File: config.mk
export PLATFORM = sky130hd
export DESIGN_NAME = grid_weighted_table_update_unit
export DESIGN_NICKNAME = d
export VERILOG_FILES = /design/src/hw/rtl/gwt_pkg.sv /design/src/hw/rtl/gwt_div.sv /design/src/hw/rtl/gwt_blend.sv /design/src/hw/rtl/grid_weighted_table_update_unit.sv
export VERILOG_INCLUDE_DIRS = /design/src /design/src/hw/rtl
export SDC_FILE = /design/constraint.sdc
export NUM_CORES = 2
export LEC_CHECK = 0
export ABC_AREA = 1
export BUFFER_PORTS_ARGS = -buffer_cell sky130_fd_sc_hd__clkbuf_2
export CELL_PAD_IN_SITES_DETAIL_PLACEMENT = 0
export CELL_PAD_IN_SITES_GLOBAL_PLACEMENT = 2
export CORE_UTILIZATION = 44
export CTS_CLUSTER_SIZE = 14
export DETAILED_ROUTE_END_ITERATION = 16
export PLACE_DENSITY = 0.86
export SLEW_MARGIN = 20
export SYNTH_ARGS = -nofsm -noshare
export SYNTH_HDL_FRONTEND = slang
export SYNTH_SLANG_ARGS = --single-unit
File: constraint.sdc
create_clock -name clk -period 18.1 [get_ports clk]
set_input_delay 2.715 -clock clk [delete_from_list [all_inputs] [get_ports clk]]
set_output_delay 2.715 -clock clk [all_outputs]
set_load 0.05 [all_outputs]
File: src/hw/rtl/assert_macros.svh
// assertion helpers used by the rtl
`ifndef ASSERT_MACROS_SVH
`define ASSERT_MACROS_SVH

`ifndef SYNTHESIS

`define GWT_ASSERT(label, clk, rst_n, prop) \
    label: assert property (@(posedge clk) disable iff (!rst_n) prop) \
        else $error("assertion failed");

`define GWT_ASSERT_NEVER(label, clk, rst_n, expr) \
    label: assert property (@(posedge clk) disable iff (!rst_n) !(expr)) \
        else $error("forbidden condition seen");

`else

`define GWT_ASSERT(label, clk, rst_n, prop)

`define GWT_ASSERT_NEVER(label, clk, rst_n, expr)

`endif

`endif

File: src/hw/rtl/gwt_pkg.sv
package gwt_pkg;

    typedef logic [1:0] opcode_t;
    typedef logic [1:0] status_t;

    localparam opcode_t OP_UPDATE = 2'd0;
    localparam opcode_t OP_GWRITE = 2'd1;
    localparam opcode_t OP_TWRITE = 2'd2;
    localparam opcode_t OP_TREAD  = 2'd3;

    localparam status_t ST_OK    = 2'd0;
    localparam status_t ST_EQUAL = 2'd1;
    localparam status_t ST_RANGE = 2'd2;

    localparam int FRAC_W    = 16;
    localparam int WEIGHT_W  = FRAC_W + 1;
    localparam int DIV_STEPS = WEIGHT_W;

    typedef logic [WEIGHT_W-1:0] weight_t;

    localparam weight_t FRAC_ONE = weight_t'(1) << FRAC_W;

endpackage

File: src/hw/rtl/gwt_div.sv
module gwt_div
    import gwt_pkg::*;
(
    input  logic                clk,
    input  logic                rst_n,
    input  logic                start,
    input  logic [FRAC_W-1:0]   num,
    input  logic [FRAC_W-1:0]   den,
    output logic                done,
    output weight_t             quot
);

    localparam int CNT_W = $clog2(DIV_STEPS);
    localparam logic [CNT_W-1:0] LAST_STEP = CNT_W'(DIV_STEPS - 1);

    logic                busy_reg;
    logic                done_reg;
    logic [CNT_W-1:0]    cnt_reg;
    logic [FRAC_W:0]     rem_reg;
    logic [FRAC_W-1:0]   den_reg;
    weight_t             q_reg;

    logic                ge;
    logic [FRAC_W:0]     sub;
    logic [FRAC_W:0]     rem_next;

    // one quotient bit a cycle, numerator implicitly shifted up by the fraction width
    always_comb
    begin
        ge       = rem_reg >= {1'b0, den_reg};
        sub      = ge ? (rem_reg - {1'b0, den_reg}) : rem_reg;
        rem_next = {sub[FRAC_W-1:0], 1'b0};
    end

    always_ff @(posedge clk or negedge rst_n)
    begin
        if (!rst_n)
        begin
            busy_reg <= 1'b0;
            done_reg <= 1'b0;
            cnt_reg  <= '0;
            rem_reg  <= '0;
            den_reg  <= '0;
            q_reg    <= '0;
        end
        else
        begin
            done_reg <= 1'b0;
            if (start)
            begin
                busy_reg <= 1'b1;
                cnt_reg  <= '0;
                rem_reg  <= {1'b0, num};
                den_reg  <= den;
                q_reg    <= '0;
            end
            else if (busy_reg)
            begin
                rem_reg <= rem_next;
                q_reg   <= {q_reg[WEIGHT_W-2:0], ge};
                if (cnt_reg == LAST_STEP)
                begin
                    busy_reg <= 1'b0;
                    done_reg <= 1'b1;
                end
                else
                begin
                    cnt_reg <= cnt_reg + CNT_W'(1);
                end
            end
        end
    end

    assign done = done_reg;
    assign quot = q_reg;

endmodule

File: src/hw/rtl/gwt_blend.sv
module gwt_blend
    import gwt_pkg::*;
(
    input  logic                clk,
    input  logic                rst_n,
    input  logic                start,
    input  logic signed [31:0]  entry,
    input  logic signed [31:0]  val,
    input  weight_t             weight,
    output logic                done,
    output logic signed [31:0]  result
);

    logic               v1_reg;
    logic               v2_reg;
    logic               v3_reg;
    logic signed [32:0] diff_reg;
    weight_t            w_reg;
    logic signed [31:0] val1_reg;
    logic signed [31:0] val2_reg;
    logic signed [50:0] prod_reg;
    logic signed [31:0] res_reg;

    logic signed [32:0] diff_next;
    logic signed [50:0] prod_next;
    logic signed [31:0] res_next;

    always_comb
    begin
        diff_next = {entry[31], entry} - {val[31], val};
        prod_next = diff_reg * signed'({1'b0, w_reg});
        // arithmetic shift of the product rounds toward minus infinity
        res_next  = val2_reg + prod_reg[47:16];
    end

    always_ff @(posedge clk or negedge rst_n)
    begin
        if (!rst_n)
        begin
            v1_reg <= 1'b0;
            v2_reg <= 1'b0;
            v3_reg <= 1'b0;
        end
        else
        begin
            v1_reg <= start;
            v2_reg <= v1_reg;
            v3_reg <= v2_reg;
        end
    end

    always_ff @(posedge clk)
    begin
        if (start)
        begin
            diff_reg <= diff_next;
            w_reg    <= weight;
            val1_reg <= val;
        end
        if (v1_reg)
        begin
            prod_reg <= prod_next;
            val2_reg <= val1_reg;
        end
        if (v2_reg)
        begin
            res_reg <= res_next;
        end
    end

    assign done   = v3_reg;
    assign result = res_reg;

endmodule

File: src/hw/rtl/grid_weighted_table_update_unit.sv
// Grid-weighted table update: holds ENTRIES grid points and ENTRIES Q16.16 table
// values in two memories, each with one write port and one registered read port.
// One item is taken at a time; stall stays high until its result has been formed.
// An update scans the grid one point a cycle; beyond the last point it overwrites
// the last entry. Otherwise, unless the two bracketing grid points are equal, it
// runs a serial divider for the fraction (skipped at or below the first point) and
// two multiply passes through one shared blend unit.
// Results sit in an output register, so a new item may be taken while one waits.
`include "assert_macros.svh"

module grid_weighted_table_update_unit
    import gwt_pkg::*;
#(
    parameter int ENTRIES = 8
)
(
    input  logic               clk,
    input  logic               rst_n,
    input  logic               valid,
    output logic               stall,
    input  logic [1:0]         opcode,
    input  logic [2:0]         entry_index,
    input  logic [15:0]        soc,
    input  logic signed [31:0] value,
    output logic               result_valid,
    input  logic               result_stall,
    output logic signed [31:0] read_value,
    output logic [2:0]         left_entry,
    output logic [2:0]         right_entry,
    output logic [1:0]         status
);

    localparam int IW = $clog2(ENTRIES);
    localparam logic [IW-1:0] LAST  = IW'(ENTRIES - 1);
    localparam logic [2:0]    LAST3 = 3'(ENTRIES - 1);

    typedef enum logic [3:0] {
        S_IDLE,
        S_SEARCH,
        S_CHECK0,
        S_CHECK,
        S_DIV,
        S_TREAD,
        S_BSTART,
        S_BWAIT,
        S_RDATA,
        S_FINISH
    } state_t;

    state_t             state_reg;

    logic [15:0]        grid_mem [ENTRIES];
    logic signed [31:0] table_mem [ENTRIES];
    logic [15:0]        g_rdata_reg;
    logic signed [31:0] t_rdata_reg;

    logic [15:0]        soc_reg;
    logic signed [31:0] val_reg;
    logic [IW-1:0]      i_reg;
    logic [IW-1:0]      l_reg;
    logic [IW-1:0]      r_reg;
    logic [15:0]        prev_reg;
    logic [15:0]        gl_reg;
    logic [15:0]        gr_reg;
    logic               first_reg;
    logic               side_reg;
    weight_t            alpha_reg;

    logic signed [31:0] res_read_reg;
    logic [2:0]         res_left_reg;
    logic [2:0]         res_right_reg;
    status_t            res_status_reg;

    logic               result_valid_reg;
    logic signed [31:0] read_value_reg;
    logic [2:0]         left_entry_reg;
    logic [2:0]         right_entry_reg;
    status_t            status_reg;

    logic               accept;
    logic [IW+2:0]      in_idx_ext;
    logic [IW-1:0]      in_idx;
    logic               in_range;
    logic               found;
    logic [IW-1:0]      i_next;
    logic [IW+2:0]      l_ext;
    logic [IW+2:0]      r_ext;
    weight_t            beta;

    logic [IW-1:0]      g_raddr;
    logic [IW-1:0]      t_raddr;
    logic               g_we;
    logic               t_we;
    logic [IW-1:0]      t_waddr;
    logic signed [31:0] t_wdata;

    logic               div_start;
    logic               div_done;
    weight_t            div_quot;
    logic               blend_start;
    logic               blend_done;
    logic signed [31:0] blend_result;

    always_comb
    begin
        accept      = valid && !stall;
        in_idx_ext  = {{IW{1'b0}}, entry_index};
        in_idx      = in_idx_ext[IW-1:0];
        in_range    = in_idx_ext < (IW+3)'(ENTRIES);
        found       = g_rdata_reg >= soc_reg;
        i_next      = (i_reg == LAST) ? '0 : (i_reg + IW'(1));
        l_ext       = {3'b000, l_reg};
        r_ext       = {3'b000, r_reg};
        beta        = FRAC_ONE - alpha_reg;
        div_start   = (state_reg == S_CHECK) && (gr_reg != gl_reg) && !first_reg;
        blend_start = state_reg == S_BSTART;
    end

    // memory port control
    always_comb
    begin
        g_raddr = '0;
        t_raddr = l_reg;
        g_we    = 1'b0;
        t_we    = 1'b0;
        t_waddr = in_idx;
        t_wdata = value;
        unique case (state_reg)
            S_IDLE:
            begin
                t_raddr = in_idx;
                g_we    = accept && in_range && (opcode == OP_GWRITE);
                t_we    = accept && in_range && (opcode == OP_TWRITE);
            end
            S_SEARCH:
            begin
                g_raddr = i_next;
                // soc beyond the last point overwrites the last entry
                if (!found && (i_reg == LAST))
                begin
                    t_we    = 1'b1;
                    t_waddr = LAST;
                    t_wdata = val_reg;
                end
            end
            S_TREAD:
            begin
                t_raddr = side_reg ? r_reg : l_reg;
            end
            S_BWAIT:
            begin
                t_we    = blend_done;
                t_waddr = side_reg ? r_reg : l_reg;
                t_wdata = blend_result;
            end
            default:
            begin
            end
        endcase
    end

    always_ff @(posedge clk)
    begin
        if (g_we)
        begin
            grid_mem[in_idx] <= soc;
        end
        g_rdata_reg <= grid_mem[g_raddr];
    end

    always_ff @(posedge clk)
    begin
        if (t_we)
        begin
            table_mem[t_waddr] <= t_wdata;
        end
        t_rdata_reg <= table_mem[t_raddr];
    end

    gwt_div u_div (
        .clk   (clk),
        .rst_n (rst_n),
        .start (div_start),
        .num   (soc_reg - gl_reg),
        .den   (gr_reg - gl_reg),
        .done  (div_done),
        .quot  (div_quot)
    );

    gwt_blend u_blend (
        .clk    (clk),
        .rst_n  (rst_n),
        .start  (blend_start),
        .entry  (t_rdata_reg),
        .val    (val_reg),
        .weight (side_reg ? beta : alpha_reg),
        .done   (blend_done),
        .result (blend_result)
    );

    always_ff @(posedge clk or negedge rst_n)
    begin
        if (!rst_n)
        begin
            state_reg        <= S_IDLE;
            soc_reg          <= '0;
            val_reg          <= '0;
            i_reg            <= '0;
            l_reg            <= '0;
            r_reg            <= '0;
            prev_reg         <= '0;
            gl_reg           <= '0;
            gr_reg           <= '0;
            first_reg        <= 1'b0;
            side_reg         <= 1'b0;
            alpha_reg        <= '0;
            res_read_reg     <= '0;
            res_left_reg     <= '0;
            res_right_reg    <= '0;
            res_status_reg   <= ST_OK;
            result_valid_reg <= 1'b0;
            read_value_reg   <= '0;
            left_entry_reg   <= '0;
            right_entry_reg  <= '0;
            status_reg       <= ST_OK;
        end
        else
        begin
            // in S_FINISH a taken result is always replaced by the next one
            if (result_valid_reg && !result_stall && (state_reg != S_FINISH))
            begin
                result_valid_reg <= 1'b0;
            end
            unique case (state_reg)
                S_IDLE:
                begin
                    if (accept)
                    begin
                        soc_reg        <= soc;
                        val_reg        <= value;
                        i_reg          <= '0;
                        res_read_reg   <= '0;
                        res_left_reg   <= '0;
                        res_right_reg  <= '0;
                        priority if (opcode == OP_UPDATE)
                        begin
                            res_status_reg <= ST_OK;
                            state_reg      <= S_SEARCH;
                        end
                        else if (!in_range)
                        begin
                            res_status_reg <= ST_RANGE;
                            state_reg      <= S_FINISH;
                        end
                        else if (opcode == OP_TREAD)
                        begin
                            res_status_reg <= ST_OK;
                            state_reg      <= S_RDATA;
                        end
                        else
                        begin
                            res_status_reg <= ST_OK;
                            state_reg      <= S_FINISH;
                        end
                    end
                end
                S_SEARCH:
                begin
                    prev_reg <= g_rdata_reg;
                    priority if (found)
                    begin
                        if (i_reg == '0)
                        begin
                            // at or below the first point: alpha is zero, so no division follows the pair check
                            l_reg     <= '0;
                            r_reg     <= IW'(1);
                            gl_reg    <= g_rdata_reg;
                            first_reg <= 1'b1;
                            state_reg <= S_CHECK0;
                        end
                        else
                        begin
                            l_reg     <= i_reg - IW'(1);
                            r_reg     <= i_reg;
                            gl_reg    <= prev_reg;
                            gr_reg    <= g_rdata_reg;
                            first_reg <= 1'b0;
                            state_reg <= S_CHECK;
                        end
                    end
                    else if (i_reg == LAST)
                    begin
                        res_left_reg  <= LAST3;
                        res_right_reg <= LAST3;
                        state_reg     <= S_FINISH;
                    end
                    else
                    begin
                        i_reg <= i_next;
                    end
                end
                S_CHECK0:
                begin
                    // second grid point was read while the first was compared
                    gr_reg    <= g_rdata_reg;
                    state_reg <= S_CHECK;
                end
                S_CHECK:
                begin
                    res_left_reg  <= l_ext[2:0];
                    res_right_reg <= r_ext[2:0];
                    priority if (gr_reg == gl_reg)
                    begin
                        res_status_reg <= ST_EQUAL;
                        state_reg      <= S_FINISH;
                    end
                    else if (first_reg)
                    begin
                        alpha_reg <= '0;
                        side_reg  <= 1'b0;
                        state_reg <= S_TREAD;
                    end
                    else
                    begin
                        state_reg <= S_DIV;
                    end
                end
                S_DIV:
                begin
                    if (div_done)
                    begin
                        alpha_reg <= div_quot;
                        side_reg  <= 1'b0;
                        state_reg <= S_TREAD;
                    end
                end
                S_TREAD:
                begin
                    state_reg <= S_BSTART;
                end
                S_BSTART:
                begin
                    state_reg <= S_BWAIT;
                end
                S_BWAIT:
                begin
                    if (blend_done)
                    begin
                        if (!side_reg)
                        begin
                            side_reg  <= 1'b1;
                            state_reg <= S_TREAD;
                        end
                        else
                        begin
                            state_reg <= S_FINISH;
                        end
                    end
                end
                S_RDATA:
                begin
                    res_read_reg <= t_rdata_reg;
                    state_reg    <= S_FINISH;
                end
                S_FINISH:
                begin
                    if (!result_valid_reg || !result_stall)
                    begin
                        read_value_reg   <= res_read_reg;
                        left_entry_reg   <= res_left_reg;
                        right_entry_reg  <= res_right_reg;
                        status_reg       <= res_status_reg;
                        result_valid_reg <= 1'b1;
                        state_reg        <= S_IDLE;
                    end
                end
                default:
                begin
                    state_reg <= S_IDLE;
                end
            endcase
        end
    end

    assign stall        = state_reg != S_IDLE;
    assign result_valid = result_valid_reg;
    assign read_value   = read_value_reg;
    assign left_entry   = left_entry_reg;
    assign right_entry  = right_entry_reg;
    assign status       = status_reg;

    `GWT_ASSERT(a_div_bracket, clk, rst_n, div_start |-> (soc_reg > gl_reg) && (soc_reg <= gr_reg))
    `GWT_ASSERT(a_quot_range, clk, rst_n, div_done |-> (div_quot <= FRAC_ONE))
    `GWT_ASSERT(a_blend_in_wait, clk, rst_n, blend_done |-> (state_reg == S_BWAIT))
    `GWT_ASSERT(a_accept_leaves_idle, clk, rst_n, accept |=> (state_reg != S_IDLE))
    `GWT_ASSERT_NEVER(a_status_code, clk, rst_n, result_valid_reg && (status_reg > ST_RANGE))

endmodule
==> reports/qor.yml <==
place:
  portBuffers: 97
  post-dp-hpwl_um: 126000
  gp_congestion: 0.928
clock_tree:
  clock_latency_ns: 0.72
  numCtsBuffers: 94
  cts-root-buf: "clkbuf_16"
  cts.reportedPaths.clkPinSlew_ns: 0.06
  postCtsHoldBufs: 0
  cts_resized: 0
  numClockSinks: 877
  h-tree-depth: 3
  cts_max_path_buffers: 3
  post_cts_buffers: 0
  tritoncts: "done"
critical_path:
  cpPeakStageDelay_ns: 0.99
  crit_path_end_kind: "flip-flop"
  path_delay_family: "adder cells"
  worstPathRequired_ns: 18.55
  crit_path_cell_trace: "nand2_1 > fa_1 > inv_1 > fa_1 > inv_1 > fa_1 > inv_1 > fa_1 > fa_1 > inv_1 > fa_1 > inv_1 > ha_1 > a21oi_1 > a21boi_0 > o21ai_0 > a21oi_1 > nand2_1 > nand2_1 > nand2_1 > nand2_1 > nand2_1"
  critical_path_class: "reg2reg"
  slowest_stage: "edfxtp_1"
  critPathLaunchType: "flip-flop"
  reg2reg_slack_ns: 11.50
  path_buf_inv: 5
  cp_max_fo: 17
  arrival_ns: 7.05
routing:
  postRouteAntennaNets: 0
  detail_route.wl_per_cell_um: 19.9
  route.vias.total: 43600
  routed_wl_um: 171000
  drt-vias-per-instance: 5.09
  drc_errors: 0
  drt_pass1_iterations: 8
  drt_iter0_markers: 3311
grt:
  met3_usage_pct: 2.70
  grt_pass1_wl_um: 265000
  top_usage_layer: "met2"
  gr-usage-met1_pct: 35.2
  grt_max_degree: 84
  grt_usage_pct: 25.2
  antenna_found_initial: 2
  met2_usage_pct: 42.0
  grt_pass1_vias: 44200
  grt_overflow_total: 0
timing:
  clock_skew_ns: 0.0593
  period_share_pct: 36.5
  tightest_slew_ns: 1.12
  hold_viol: 0
  slew_headroom_pct: 25.1
  setup_violations: 0
  min_period_ns: 6.60
  max_freq_ghz: 0.152
  drv_slew: 0
  rsz0062_at_grt: "false"
  finalSetupTns_ns: 0
final_layout:
  mostFrequentLayoutCells: "inv_1 (1385), nand2_1 (1365), nor2_1 (584)"
  area_growth_syn_to_layout_pct: 9.13
  final_common_cell: "inv_1"
  largest_reg_flops: 256
  layout-drive-gt1-share_pct: 5.69
  fin_nets: 7526
  nFillCells: 13000
  antennaDiodeCount: 0
synth:
  ys_seq_area_share_pct: 40.7
  synth_cell_types: 55
  syn_nets: 7538
  synth_area_um2: 60200
  synth_edf_count: 562
  synth_cells: 6719
  synth_ff_type: "edfxtp_1"
  async_flop_share_pct: 30.4
  ys_ff_latch: 877
  yosysWarningCount: 0
  syn_area_per_cell_um2: 8.96
run_status:
  outcome: "finished clean"
run:
  maxCapViolCount: 0
worst_hold_path:
  hold_class: "reg2reg"
floorplan:
  dieArea_um2: 138000
  core.rowCount: 135
  start_util_pct: 44.4
  io_pins: 99
  coreArea_um2: 136000
  die_y_um: 372
  die_x_um: 372
-- worst paths after layout --
path | from | endpoint | depth (start not counted)
worst max register to register | u_blend.diff_reg[6] | u_blend.prod_reg[37] | 22
min in group asynchronous | rst_n | val_reg[0] | 1
worst min-delay path | u_blend.val1_reg[14] | u_blend.val2_reg[14] | 0
worst max-delay path | u_blend.diff_reg[6] | u_blend.prod_reg[37] | 22
worst min register to register | u_blend.val1_reg[14] | u_blend.val2_reg[14] | 0
max in group asynchronous | rst_n | u_div.rem_reg[15] | 2
-- cell type report --
cell class	count	area, um2	share of cell area (%)
flip-flops and latches	877	24500	37.3
multi-input cells	4163	29400	44.7
clock inverters	55	672	1.02
well taps	1781	2230	3.39
inverters	1399	5260	8.01
clock buffers	122	2570	3.92
repair buffers	172	1060	1.62
-- through the flow --
step	util [%]	worst slack (ns)	hold WS [ns]	std cells	instance area, um2
2_1_floorplan	-	12.20	0.400	6719	60200
3_3_place_gp	46.0	11.53	0.403	8392	62400
3_5_place_dp	46.0	11.60	0.405	8392	62400
4_1_cts	48.4	11.58	0.418	8569	65700
5_1_grt	48.4	11.20	0.424	8569	65700
6_report	48.4	11.50	0.417	8569	65700
-- metal layers --
metal,share of wire [%],vias up
met5,0,-
met4,2.3,0
met3,4.9,186
li1,-,21000
met2,48,1051
met1,45,21400
-- cells by family (layout without fill, tap and decap cells) --
family / after synthesis / count (layout) / synth area share [%]
AOI/OAI and AO/OA: 1013 / 1013 / 9.30
xor gates and xnor gates: 136 / 136 / 1.98
adders and majority gates: 762 / 762 / 22.3
buffers and inverters: 1679 / 1748 / 10.7
DFF: 877 / 877 / 40.7
other: 1 / 1 / 0.00623
and+or+nand+nor: 2251 / 2251 / 14.9
-- cells in the mapped netlist (all sizes together), types with 4 or more instances --
cell | n | share of area (%)
o221a | 4 | 0.075
o31ai | 4 | 0.050
dfrtp | 267 | 11
a21boi | 11 | 0.14
dfxtp | 48 | 1.6
nor3 | 42 | 0.36
inv | 1397 | 8.7
edfxtp | 562 | 28
xor2 | 96 | 1.4
ha | 243 | 5.1
nor4 | 14 | 0.15
nand3b | 13 | 0.16
or2 | 6 | 0.062
o21ai | 567 | 4.7
o22ai | 56 | 0.58
xnor2 | 40 | 0.58
a31oi | 33 | 0.34
o21bai | 30 | 0.37
o21a | 8 | 0.10
fa | 519 | 17
nand4 | 30 | 0.31
a21oi | 208 | 1.7
buf | 59 | 0.63
nand3 | 166 | 1.4
a211oi | 4 | 0.050
clkbuf | 221 | 1.4
a21o | 25 | 0.31
o211ai | 55 | 0.69
nand2 | 1373 | 8.6
nor2 | 601 | 3.8
Power is not shown: default switching activity piles up to over one toggle a cycle in this logic, so the estimate is an artifact.
